[src/hdl/alpha_blend_pixel_writer_assert.svh]
// ----------------------------------------------------------------------------
// Assertion macros for the alpha blend pixel writer
// Clocked on clk_i and disabled while rst_ni is low.
// Define NO_ASSERTIONS to compile them away.
// ----------------------------------------------------------------------------
`ifndef ALPHA_BLEND_PIXEL_WRITER_ASSERT_SVH
`define ALPHA_BLEND_PIXEL_WRITER_ASSERT_SVH

`ifndef NO_ASSERTIONS
// same-cycle implication
`define ABPW_ASSERT_NOW(lbl, ante, cons, msg) \
  lbl: assert property (@(posedge clk_i) disable iff (!rst_ni) (ante) |-> (cons)) \
    else $error(msg);
// next-cycle implication
`define ABPW_ASSERT_NEXT(lbl, ante, cons, msg) \
  lbl: assert property (@(posedge clk_i) disable iff (!rst_ni) (ante) |=> (cons)) \
    else $error(msg);
`else
`define ABPW_ASSERT_NOW(lbl, ante, cons, msg)
`define ABPW_ASSERT_NEXT(lbl, ante, cons, msg)
`endif

`endif

[src/hdl/abpw_pkg.sv]
// ----------------------------------------------------------------------------
// abpw_pkg
// Shared constants and types of the alpha blend pixel writer.
// ----------------------------------------------------------------------------
`timescale 1ns / 1ps

package abpw_pkg;

  // default geometry
  localparam int DEFAULT_STORE_DEPTH = 65536;
  localparam int DEFAULT_COORD_BITS  = 13;

  // configuration registers
  localparam int ROW_WIDTH_W   = 13;
  localparam int PIXEL_COUNT_W = 17;
  localparam int CFG_INDEX_W   = 2;
  localparam int CFG_DATA_W    = 32;

  localparam logic [CFG_INDEX_W-1:0] CFG_ROW_WIDTH   = 2'd0;
  localparam logic [CFG_INDEX_W-1:0] CFG_PIXEL_COUNT = 2'd1;

  localparam logic [ROW_WIDTH_W-1:0]   ROW_WIDTH_RST   = 13'd256;
  localparam logic [PIXEL_COUNT_W-1:0] PIXEL_COUNT_RST = 17'd65536;

  // pixel word layout
  localparam int COLOR_W   = 32;
  localparam int ADDRESS_W = 16;
  localparam int STATUS_W  = 2;

  localparam logic [7:0] ALPHA_CLEAR  = 8'h00;
  localparam logic [7:0] ALPHA_OPAQUE = 8'hFF;

  // result status codes
  localparam logic [STATUS_W-1:0] ST_WRITTEN = 2'd0;
  localparam logic [STATUS_W-1:0] ST_SKIPPED = 2'd1;
  localparam logic [STATUS_W-1:0] ST_RANGE   = 2'd2;

  // surface store access request
  typedef struct packed {
    logic rd_en;
    logic wr_en;
  } surf_ctrl_t;

endpackage

[src/hdl/abpw_blend.sv]
// ----------------------------------------------------------------------------
// abpw_blend
// Per-channel alpha mix: registered source and background products, then
// the sum of their high bytes. Alpha byte of the result is 255 - a.
// ----------------------------------------------------------------------------
`timescale 1ns / 1ps

module abpw_blend (
  input  logic                        clk_i,
  input  logic                        en_i,
  input  logic [23:0]                 src_bgr_i,
  input  logic [7:0]                  alpha_i,
  input  logic [abpw_pkg::COLOR_W-1:0] back_i,
  output logic [abpw_pkg::COLOR_W-1:0] word_o
);

  logic [16:0] src_prod_q [3];
  logic [15:0] back_prod_q [3];
  logic [8:0]  src_wt;
  logic [7:0]  back_wt;
  logic [8:0]  mix [3];

  assign src_wt  = {1'b0, alpha_i} + 9'd1;
  assign back_wt = abpw_pkg::ALPHA_OPAQUE - alpha_i;

  // lane k: src byte k of B,G,R word, background byte k+1 of stored word
  always_ff @(posedge clk_i) begin
    if (en_i) begin
      for (int k = 0; k < 3; k++) begin
        src_prod_q[k]  <= 17'(src_bgr_i[8*k +: 8]) * 17'(src_wt);
        back_prod_q[k] <= 16'(back_i[8*k+8 +: 8]) * 16'(back_wt);
      end
    end
  end

  // high bytes of both products; the sum stays within a byte
  always_comb begin
    for (int k = 0; k < 3; k++) begin
      mix[k] = src_prod_q[k][16:8] + {1'b0, back_prod_q[k][15:8]};
    end
  end

  assign word_o = {mix[2][7:0], mix[1][7:0], mix[0][7:0], ~alpha_i};

endmodule

[config.mk]
export PLATFORM = sky130hd
export DESIGN_NAME = abpw_blend
export DESIGN_NICKNAME = d
export VERILOG_FILES = /design/src/hdl/alpha_blend_pixel_writer_assert.svh /design/src/hdl/abpw_pkg.sv /design/src/hdl/abpw_blend.sv
export SDC_FILE = /design/constraint.sdc
export NUM_CORES = 1
export LEC_CHECK = 0
export BUFFER_PORTS_ARGS = -buffer_cell sky130_fd_sc_hd__buf_2
export CAP_MARGIN = 15
export CORE_AREA = 4 4 208 210
export CTS_BUF_LIST = sky130_fd_sc_hd__clkbuf_4 sky130_fd_sc_hd__clkbuf_8
export DETAILED_ROUTE_END_ITERATION = 10
export DIE_AREA = 0 0 212 214
export HOLD_SLACK_MARGIN = 0.06
export SLEW_MARGIN = 30
export SYNTH_ARGS = -nofsm -noshare
export SYNTH_HDL_FRONTEND = slang
export SYNTH_SLANG_ARGS = --single-unit
[constraint.sdc]
create_clock -name clk_i -period 17.44 [get_ports clk_i]
set_input_delay 5.232 -clock clk_i [delete_from_list [all_inputs] [get_ports clk_i]]
set_output_delay 5.232 -clock clk_i [all_outputs]
set_load 0.005 [all_outputs]
# After elaboration in Yosys (flattened, before gate mapping)
# Memories as Yosys holds them, arrays and structs flattened.
# Index checks and enable logic that the tools add are counted.
totals:
  reg_bits: 0
  ramBits: 99
  in_bits: 66
  out_inout_bits: 32
  elab_cells: 16
  mem_count: 2
mem_list:
  columns: ["memory", "depth", "width", "read_ports", "rd_clocked_by_memory_dff", "wr", "line", "text"]
  rows:
  - ["src_prod_q", 3, 17, 3, 0, 3, "abpw_blend.sv:17", "logic [16:0] src_prod_q [3];"]
  - ["back_prod_q", 3, 16, 3, 0, 3, "abpw_blend.sv:18", "logic [15:0] back_prod_q [3];"]
op_classes:
  n_addsub: 5
  n_mul: 6
  muxes: 2
  bitwise: 1
ops:
  columns: ["cell", "count"]
  rows:
  - ["multiplier 8 x 9 -> 17 bit", 3]
  - ["multiplier 8 x 8 -> 16 bit", 3]
  - ["adder 8 bit", 3]
  - ["adder 8 x 1 -> 9 bit (second input constant)", 1]
  - ["inverter 8 bit", 1]
  - ["subtractor 8 bit (first input constant)", 1]
  - ["two-way mux 1 bit", 2]

# Logic depth before layout (Yosys ltp)
# Gate-level depths: netlist of the first run.
depth:
  word_depth: 2
  mapped_depth: 21
  depth_no_buf: 19

# Worst setup path after synthesis of the first run
# OpenSTA, ideal clock, no wires.
synth_path:
  kind: "in2out"
  startpoint: "input port alpha_i[0]"
  endpoint: "output port word_o[0] in the netlist's numbering"
  arrival_ps: 5743
  required_time_ps: 12208
  setup_slack_ps: 6465
  cell_stages: 3
  n_path_buf: 2
  cell_sequence: "buf_2 -> inv_1 -> clkbuf_1"
synth_via:
  elab_chain_len: 1
synth_lines:
  columns: ["element", "line", "text"]
  rows:
  - ["from (decl)", "abpw_blend.sv:12", "input logic [7:0] alpha_i,"]
  - ["inverter 8 bit", "abpw_blend.sv:43", "assign word_o = {mix[2][7:0], mix[1][7:0], mix[0][7:0], ~alpha_i};"]
  - ["to (decl)", "abpw_blend.sv:14", "output logic [abpw_pkg::COLOR_W-1:0] word_o"]
# Every way passes these cells.

# Final worst setup path of the first run
layout_path:
  startpoint: "input port alpha_i[1]"
  endpoint: "output port word_o[1] in the netlist's numbering"
# Same word-level chain as after synthesis.

==> results.py, run 1 <==
metrics = {
    "outcome": {
        "status": "finished clean",
    },
    "placement": {
        "place_area_um2": 15300,
        "post-dp-hpwl_um": 26200,
        "place_congestion": 0.823,
        "io_buffer_count": 89,
    },
    "floorplanning": {
        "start_util_pct": 34.4,
        "rows": 75,
        "ios": 98,
        "die_w_um": 212,
        "core_um2": 41600,
        "die_area_um2": 45400,
        "die_y_um": 214,
    },
    "logic_synthesis": {
        "synth_warnings": 0,
        "synth_fp_nets": 2066,
        "syn_area_per_cell_um2": 9.20,
        "synth.distinct_cells": 60,
        "async_flop_share_pct": 0,
        "synthFlopType": "edfxtp_1",
        "synth-edff-count": 48,
        "yosysSeqAreaShare_pct": 10.1,
        "syn_area_um2": 14300,
        "synth_seq_cells": 48,
        "synthCells": 1555,
    },
    "timing": {
        "clock.fmax_mhz": 86.0,
        "fin_crit_ns": 11.63,
        "min_period_over_period_pct": 66.7,
        "fin_setup_tns_ns": 0,
        "rsz0062_at_grt": "false",
        "tightest_slew_ns": 0.842,
        "final-setup-viol-count": 0,
        "hold_viol_final": 0,
        "slew_headroom_pct": 43.9,
        "maxSlewViolCount": 0,
    },
    "power": {
        "ir_drop_uv": 85.5,
        "powerDensity_nw_per_um2": 113,
        "power_w": 0.00174,
        "power.leakage_nw": 8.02,
    },
    "clock_network": {
        "htreeDepth": 2,
        "cts_setup_buffers": 0,
        "clkSinkCount": 48,
        "cts_max_path_buffers": 2,
        "clk_pin_slew_ns": 0.10,
        "ctsResizeCount": 0,
        "cts_hold_buf": 0,
        "cts_buffers": 5,
        "cts-root-buf": "clkbuf_8",
        "tritoncts": "yes",
    },
    "routing": {
        "drt_wl_total_um": 32400,
        "remaining_drc_errors": 0,
        "drt_iter0_drc": 347,
        "vias_per_cell": 4.77,
        "first_pass_iters": 5,
        "route.vias.total": 10300,
        "drtAntennaViolNets": 0,
        "post_drt_wl_per_cell_um": 15.0,
    },
    "worst_setup_path": {
        "startpoint_type": "input pin",
        "cp_slowest_cell": "clkinv_1",
        "crit_fanout": 19,
        "path_class": "input pin to primary output",
        "critPathLaunch": "alpha_i[1]",
        "max_stage_delay_ns": 0.49,
        "endpoint_kind": "primary output",
        "cp.required_ns": 12.21,
        "crit_chain": "buf_2 -> clkinv_1 -> buf_2",
        "cp.arrival_ns": 6.40,
        "crit_top_cell": "buf_2",
    },
    "final_layout": {
        "final_area_um2": 15500,
        "final_common_cell": "inv_1",
        "antenna_cells": 0,
        "mostFrequentLayoutCells": "inv_1, fa_1, ha_1",
        "layout-drive-gt1-share_pct": 7.46,
        "area_growth_pct": 8.03,
        "nNetsFinal": 2132,
    },
    "min_path": {
        "whs_endpoint": "src_prod_q[0][26]",
        "hold_depth": 1,
        "hp-class": "input pin to flop",
        "hp-start": "en_i",
    },
    "flow_run": {
        "maxCapViolCount": 0,
    },
    "global_route": {
        "grt_max_degree": 49,
        "grt_pass1_vias": 11200,
        "overflow": 0,
        "track_usage_pct": 14.8,
        "antenna_found_initial": 1,
        "grt_first_pass_wirelength_um": 55600,
    },
}
-- kinds of logic after synthesis --
kind of cell / Yosys count / share of synthesized area [%]
AOI/OAI and AO/OA: 121 / 5.78
xor gates and xnor gates: 83 / 5.13
and+or+nand+nor: 507 / 18.8
buffers and inverters: 351 / 9.30
adders and majority gates: 445 / 50.9
DFF: 48 / 10.1
-- cell usage after synthesis (all sizes together), types with 2 or more instances --
master / count / area [um^2]
nand2b: 5 / 31.3
o221a: 2 / 22.5
o21ai: 20 / 104
buf: 6 / 36.3
or2: 2 / 12.5
a21oi: 40 / 208
and4b: 2 / 20.0
clkbuf: 33 / 124
and4: 3 / 26.3
and4bb: 2 / 25.0
nand3: 11 / 60.1
inv: 311 / 1170
nor4: 3 / 18.8
nor2: 28 / 105
or3: 2 / 12.5
nor2b: 107 / 669
fa: 228 / 4560
nand4: 4 / 25.0
o21bai: 5 / 48.8
o2111ai: 3 / 26.3
and3: 6 / 37.5
ha: 217 / 2720
a31o: 2 / 17.5
a21o: 21 / 158
xor2: 27 / 236
a31oi: 4 / 25.0
nor3: 9 / 45.0
nand2: 173 / 649
edfxtp: 48 / 1440
a211o: 3 / 26.3
nand4b: 3 / 26.3
and2: 142 / 888
o41ai: 3 / 26.3
o31a: 3 / 27.5
xnor2: 56 / 498
a211oi: 3 / 22.5
o21a: 4 / 30.0
-- metal layers --
metal | up-vias | global-route usage [%] | wire, um
met4 | 2 | 2.14 | 379
met1 | 5146 | 19.5 | 14500
met2 | 175 | 26.6 | 16300
li1 | 4956 | - | -
met5 | - | 0 | 13
met3 | 37 | 1.76 | 1150
-- worst max-delay path by stage --
stage | to | depth (start not counted)
after global routing | word_o[1] | 3
final | word_o[1] | 3
after global placement | word_o[1] | 3
after CTS | word_o[1] | 3
after floorplan | word_o[0] | 3
after detailed placement | word_o[1] | 3
-- report_power, final --
part	total, W	internal [W]	switching [W]
clock	0.0000845	0.0000442	0.0000403
combinational	0.00140	0.000624	0.000779
sequential	0.000253	0.000230	0.0000232
-- layout make-up --
cell class / instances / area [um^2]
Clock buffer: 6 / 76.3
Clock inverter: 2 / 35.0
Fill cell: 4208 / 26100
Inverter: 312 / 1170
Multi-Input combinational cell: 1156 / 11500
Sequential cell: 48 / 1440
Tap cell: 539 / 674
Timing Repair Buffer: 98 / 515
-- critical path: cells and delay by family --
kind / cells / cell delay (ns)
buffers and inverters: 3 / 1.15
-- registers in the layout, summed over array words and instances, names as in the netlist --
| signal | cells |
|---|---|
| src_prod_q | 24 |
| back_prod_q | 24 |
-- per-stage QoR --
| stage | utilization, % | std cells | hold slack [ns] | setup WS [ns] |
|---|---|---|---|---|
| 6_report | 37.2 | 2161 | 5.47 | 5.81 |
| 5_1_grt | 37.2 | 2161 | 5.47 | 5.73 |
| 4_1_cts | 37.2 | 2161 | 5.47 | 5.80 |
| 3_5_place_dp | 36.9 | 2153 | 5.76 | 5.80 |
| 3_3_place_gp | 36.9 | 2153 | 5.78 | 5.80 |
| 2_1_floorplan | - | 1555 | 5.34 | 6.47 |
(Power assumes the default switching activity.)
==> run 2, diff against run 1 <==
==> constraint.sdc (replaced) <==
create_clock -name clk_i -period 11.8 [get_ports clk_i]
set_input_delay 3.54 -clock clk_i [delete_from_list [all_inputs] [get_ports clk_i]]
set_output_delay 3.54 -clock clk_i [all_outputs]
set_load 0.005 [all_outputs]
==> results.py, run 2 (synthesized netlist as in run 1, its figures left out) <==
metrics = {
    "outcome": {
        "status": "finished clean",
    },
    "power": {
        "pwr-share-seq_pct": 14.6,
        "switching_power_w": 0.00124,
        "internal_power_w": 0.00130,
        "power.leakage_nw": 8.01,
        "combPwrFrac_pct": 81.4,
        "powerDensity_nw_per_um2": 164,
        "clockPowerShare_pct": 3.9,
        "ir_drop_uv": 130,
        "swShare_pct": 48.8,
    },
    "final_layout": {
        "multi_input_area_um2": 11500,
        "final_cells": 2163,
        "final_common_cell": "inv_1",
        "regArea_um2": 1440,
        "mostFrequentLayoutCells": "inv_1, fa_1, ha_1",
        "nNetsFinal": 2133,
        "area_growth_pct": 7.90,
        "largestRegisters": "back_prod_q x24, src_prod_q x24",
        "layout-drive-gt1-share_pct": 7.46,
        "fill_cells": 4250,
    },
    "routing": {
        "drt_wl_total_um": 32500,
        "vias_per_cell": 4.76,
        "first_pass_iters": 4,
        "drtAntennaViolNets": 0,
        "route.vias.total": 10300,
        "post_drt_wl_per_cell_um": 15.0,
        "remaining_drc_errors": 0,
        "drt_iter0_drc": 338,
    },
    "worst_setup_path": {
        "cp.arrival_ns": 9.02,
        "path_buf_inv": 4,
        "max_stage_delay_ns": 0.66,
        "cp.required_ns": 11.88,
        "startpoint_type": "input pin",
        "endpoint_kind": "flop",
        "crit_fanout": 16,
        "crit_top_cell": "fa_1",
        "cp_slowest_cell": "xnor2_2",
        "cp_top_family": "adder cells",
        "path_class": "input pin to flop",
        "crit_chain": "buf_2 -> and3_1 -> and3_1 -> nand3_1 -> xnor2_2 -> buf_4 -> and2_1 -> fa_1 -> fa_1 -> fa_1 -> inv_1 -> fa_1 -> inv_1 -> ha_1 -> and2_1 -> a31oi_1 -> o311a_4 -> o21bai_4 -> a21o_1 -> xor2_1",
    },
    "clock_network": {
        "cts-root-buf": "clkbuf_8",
        "cts_max_path_buffers": 2,
        "ctsResizeCount": 0,
        "clkSinkCount": 48,
        "tritoncts": "yes",
        "cts_hold_buf": 0,
        "cts_buffers": 5,
        "cts_setup_buffers": 0,
        "htreeDepth": 2,
        "clk_pin_slew_ns": 0.10,
    },
    "placement": {
        "dp_slack_ns": 2.50,
        "place_congestion": 0.829,
        "dp_cells": 2154,
        "post-dp-hpwl_um": 26400,
        "io_buffer_count": 89,
    },
    "timing": {
        "final-setup-viol-count": 0,
        "slew_headroom_pct": 44.9,
        "setup_slack_ns": 2.86,
        "hold_viol_final": 0,
        "fin_crit_ns": 8.94,
        "fin_setup_tns_ns": 0,
        "tightest_slew_ns": 0.826,
        "clock.fmax_mhz": 112,
        "hold_ws_ns": 3.76,
        "maxSlewViolCount": 0,
        "rsz0062_at_grt": "false",
        "min_period_over_period_pct": 75.8,
    },
    "floorplanning": {
        "die_y_um": 214,
        "core_um2": 41600,
        "die_area_um2": 45400,
        "ios": 98,
        "start_util_pct": 34.4,
        "rows": 75,
        "die_w_um": 212,
    },
    "global_route": {
        "grt_max_degree": 49,
        "grt_pass1_vias": 11200,
        "overflow": 0,
        "antenna_found_initial": 2,
        "track_usage_pct": 15.0,
        "grt_first_pass_wirelength_um": 56300,
    },
    "min_path": {
        "hp-class": "input pin to flop",
    },
    "flow_run": {
        "maxCapViolCount": 0,
    },
}
## run 2: cell types whose count changed in the layout (fill, tap and decap cells not counted), sizes merged
cell    delta
buf        +1
bufinv     -1
clkbuf     -1
clkinv     +2
diode      +1
## run 2: power groups by stage
stage	clock network, W	logic, W	registers [W]
floorplan	0	0.00149	0.000362
global placement	0	0.00206	0.000377
detailed placement	0	0.00208	0.000378
CTS	0.000104	0.00211	0.000374
global route	0.000113	0.00240	0.000380
finish	0.0000999	0.00207	0.000372
## run 2: final timing paths
path | start | depth (start not counted) | endpoint | slack (ns)
max | alpha_i[3] | 20 | src_prod_q[0][13] | 2.86
min | en_i | 1 | src_prod_q[0][27] | 3.76
## run 2: routing by layer
metal | up-vias | wire, um | track usage [%]
met5 | - | 19 | 0
met4 | 2 | 350 | 2.01
met3 | 26 | 804 | 1.46
met2 | 127 | 16500 | 26.8
met1 | 5166 | 14800 | 20.3
li1 | 4973 | - | -
## run 2: final cells by class
cell class	instances	area share (%)
Tap cell	539	4.37
Inverter	312	7.59
Timing Repair Buffer	99	3.39
Antenna cell	1	0.0162
Clock buffer	5	0.446
Sequential cell	48	9.34
Multi-Input combinational cell	1156	74.8
Clock inverter	3	0.0892
## run 2: through the flow
stage	instance area, um^2	utilization (%)	power [W]
6_report	15400	37.1	0.00254
3_3_place_gp	15300	36.9	0.00243
4_1_cts	15400	37.1	0.00259
5_1_grt	15400	37.1	0.00289
3_5_place_dp	15400	36.9	0.00246
2_1_floorplan	14300	-	0.00186
==> run 3, diff against run 2 <==
==> constraint.sdc (replaced) <==
create_clock -name clk_i -period 9.2 [get_ports clk_i]
set_input_delay 2.76 -clock clk_i [delete_from_list [all_inputs] [get_ports clk_i]]
set_output_delay 2.76 -clock clk_i [all_outputs]
set_load 0.005 [all_outputs]
==> results.py, run 3 (synthesized netlist as in run 1, its figures left out) <==
metrics = {
    "outcome": {
        "status": "finished clean",
    },
    "final_layout": {
        "final_common_cell": "inv_1",
        "utilization_pct": 37.2,
        "mostFrequentLayoutCells": "inv_1, fa_1, ha_1",
        "nNetsFinal": 2135,
        "largestRegisters": "back_prod_q x24, src_prod_q x24",
        "area_growth_pct": 8.05,
        "fill_cells": 4227,
        "layout-drive-gt1-share_pct": 7.57,
    },
    "worst_setup_path": {
        "startpoint_type": "input pin",
        "crit_fanout": 24,
        "cp.required_ns": 9.27,
        "max_stage_delay_ns": 0.54,
        "path_class": "input pin to flop",
        "crit_top_cell": "fa_1",
        "endpoint_kind": "flop",
        "cp_slowest_cell": "fa_1",
        "cp.arrival_ns": 7.90,
        "endpoint": "src_prod_q[0][13]",
        "critPathLaunch": "alpha_i[0]",
        "crit_chain": "buf_2 -> ha_1 -> nand3_1 -> xnor2_1 -> buf_4 -> nand2_1 -> fa_1 -> fa_1 -> inv_1 -> fa_1 -> inv_1 -> fa_1 -> inv_1 -> ha_1 -> a211o_1 -> a31oi_1 -> o311a_4 -> o21bai_4 -> a21o_1 -> xor2_1",
    },
    "clock_network": {
        "clkSinkCount": 48,
        "cts_hold_buf": 0,
        "cts_buffers": 5,
        "tritoncts": "yes",
        "htreeDepth": 2,
        "cts_setup_buffers": 0,
        "cts_max_path_buffers": 2,
        "ctsResizeCount": 0,
        "clk_pin_slew_ns": 0.09,
        "cts-root-buf": "clkbuf_8",
    },
    "routing": {
        "drt_iter0_drc": 355,
        "first_pass_iters": 5,
        "remaining_drc_errors": 0,
        "vias_per_cell": 4.79,
        "post_drt_wl_per_cell_um": 15.1,
        "drt_wl_total_um": 32800,
        "drtAntennaViolNets": 0,
        "route.vias.total": 10400,
    },
    "power": {
        "powerDensity_nw_per_um2": 211,
        "ir_drop_uv": 179,
        "power.leakage_nw": 8.03,
        "power_w": 0.00327,
    },
    "global_route": {
        "antenna_found_initial": 5,
        "grt_pass1_vias": 11500,
        "grt_first_pass_wirelength_um": 56000,
        "overflow": 0,
        "track_usage_pct": 14.9,
        "grt_max_degree": 49,
    },
    "timing": {
        "hold_viol_final": 0,
        "final-setup-viol-count": 0,
        "min_period_over_period_pct": 85.1,
        "hold_ws_ns": 2.99,
        "rsz0062_at_grt": "false",
        "clock.fmax_mhz": 128,
        "slew_headroom_pct": 50.2,
        "fin_crit_ns": 7.83,
        "tightest_slew_ns": 0.747,
        "fin_setup_tns_ns": 0,
        "maxSlewViolCount": 0,
    },
    "floorplanning": {
        "core_um2": 41600,
        "die_area_um2": 45400,
        "die_w_um": 212,
        "rows": 75,
        "ios": 98,
        "die_y_um": 214,
        "start_util_pct": 34.4,
    },
    "min_path": {
        "hp-class": "input pin to flop",
    },
    "flow_run": {
        "maxCapViolCount": 0,
    },
    "placement": {
        "place_congestion": 0.823,
        "post-dp-hpwl_um": 26800,
        "io_buffer_count": 89,
    },
}
==> run 3: changes by cell type in the layout (fill, tap and decap cells not counted) <==
cell | before | now
clkinv_2 | 2 | 0
diode_2 | 1 | 2
clkbuf_4 | 0 | 2
buf_4 | 11 | 13
==> run 3: worst min-delay path by stage <==
stage,from,cells past startpoint,end,slack [ns]
6_report,en_i,1,src_prod_q[0][25],2.99
5_1_grt,en_i,1,src_prod_q[0][28],3.01
4_1_cts,en_i,1,src_prod_q[0][25],3.00
3_5_place_dp,src_prod_q[0][42],2,word_o[24],3.29
3_3_place_gp,src_prod_q[0][42],2,word_o[24],3.30
2_1_floorplan,en_i,0,back_prod_q[0][10],2.87
==> run 3: critical path, delay by kind of cell <==
family,cells,cell delay (ns)
compound gates,5,1.07
xor+xnor,2,0.31
buf+inv,5,0.90
fa+ha+maj,6,2.59
simple gates,2,0.23
==> run 3: metal layers <==
layer	global-route usage (%)	share of wire (%)
met5	0	0.085
met4	2.12	1.1
met3	2.04	3.1
met2	27.2	51
met1	19.0	45
==> run 3: where the power goes <==
| group | internal, W | total [W] | switching (W) |
|---|---|---|---|
| combinational | 0.00118 | 0.00266 | 0.00148 |
| clock | 0.0000591 | 0.000134 | 0.0000749 |
| sequential | 0.000436 | 0.000478 | 0.0000426 |
| total | 0.00168 | 0.00327 | 0.00159 |
==> run 3: metrics by stage <==
step                cells  setup slack, ns  area, um^2
floorplan            1555             1.58       14300
global route         2165             1.09       15500
finish               2166             1.37       15500
detailed placement   2156             1.01       15400
CTS                  2164             1.33       15500
global placement     2156             1.10       15400
==> run 3: area by class of cell <==
type,instances,area [um^2],area share (%)
multi-input cells,1156,11500,74.7
flip-flops and latches,48,1440,9.32
inverters,312,1170,7.58
well taps,539,674,4.36
repair buffers,101,538,3.48
clock buffers,7,83.8,0.542
diodes,2,5.00,0.0324
clock inverters,1,3.75,0.0243
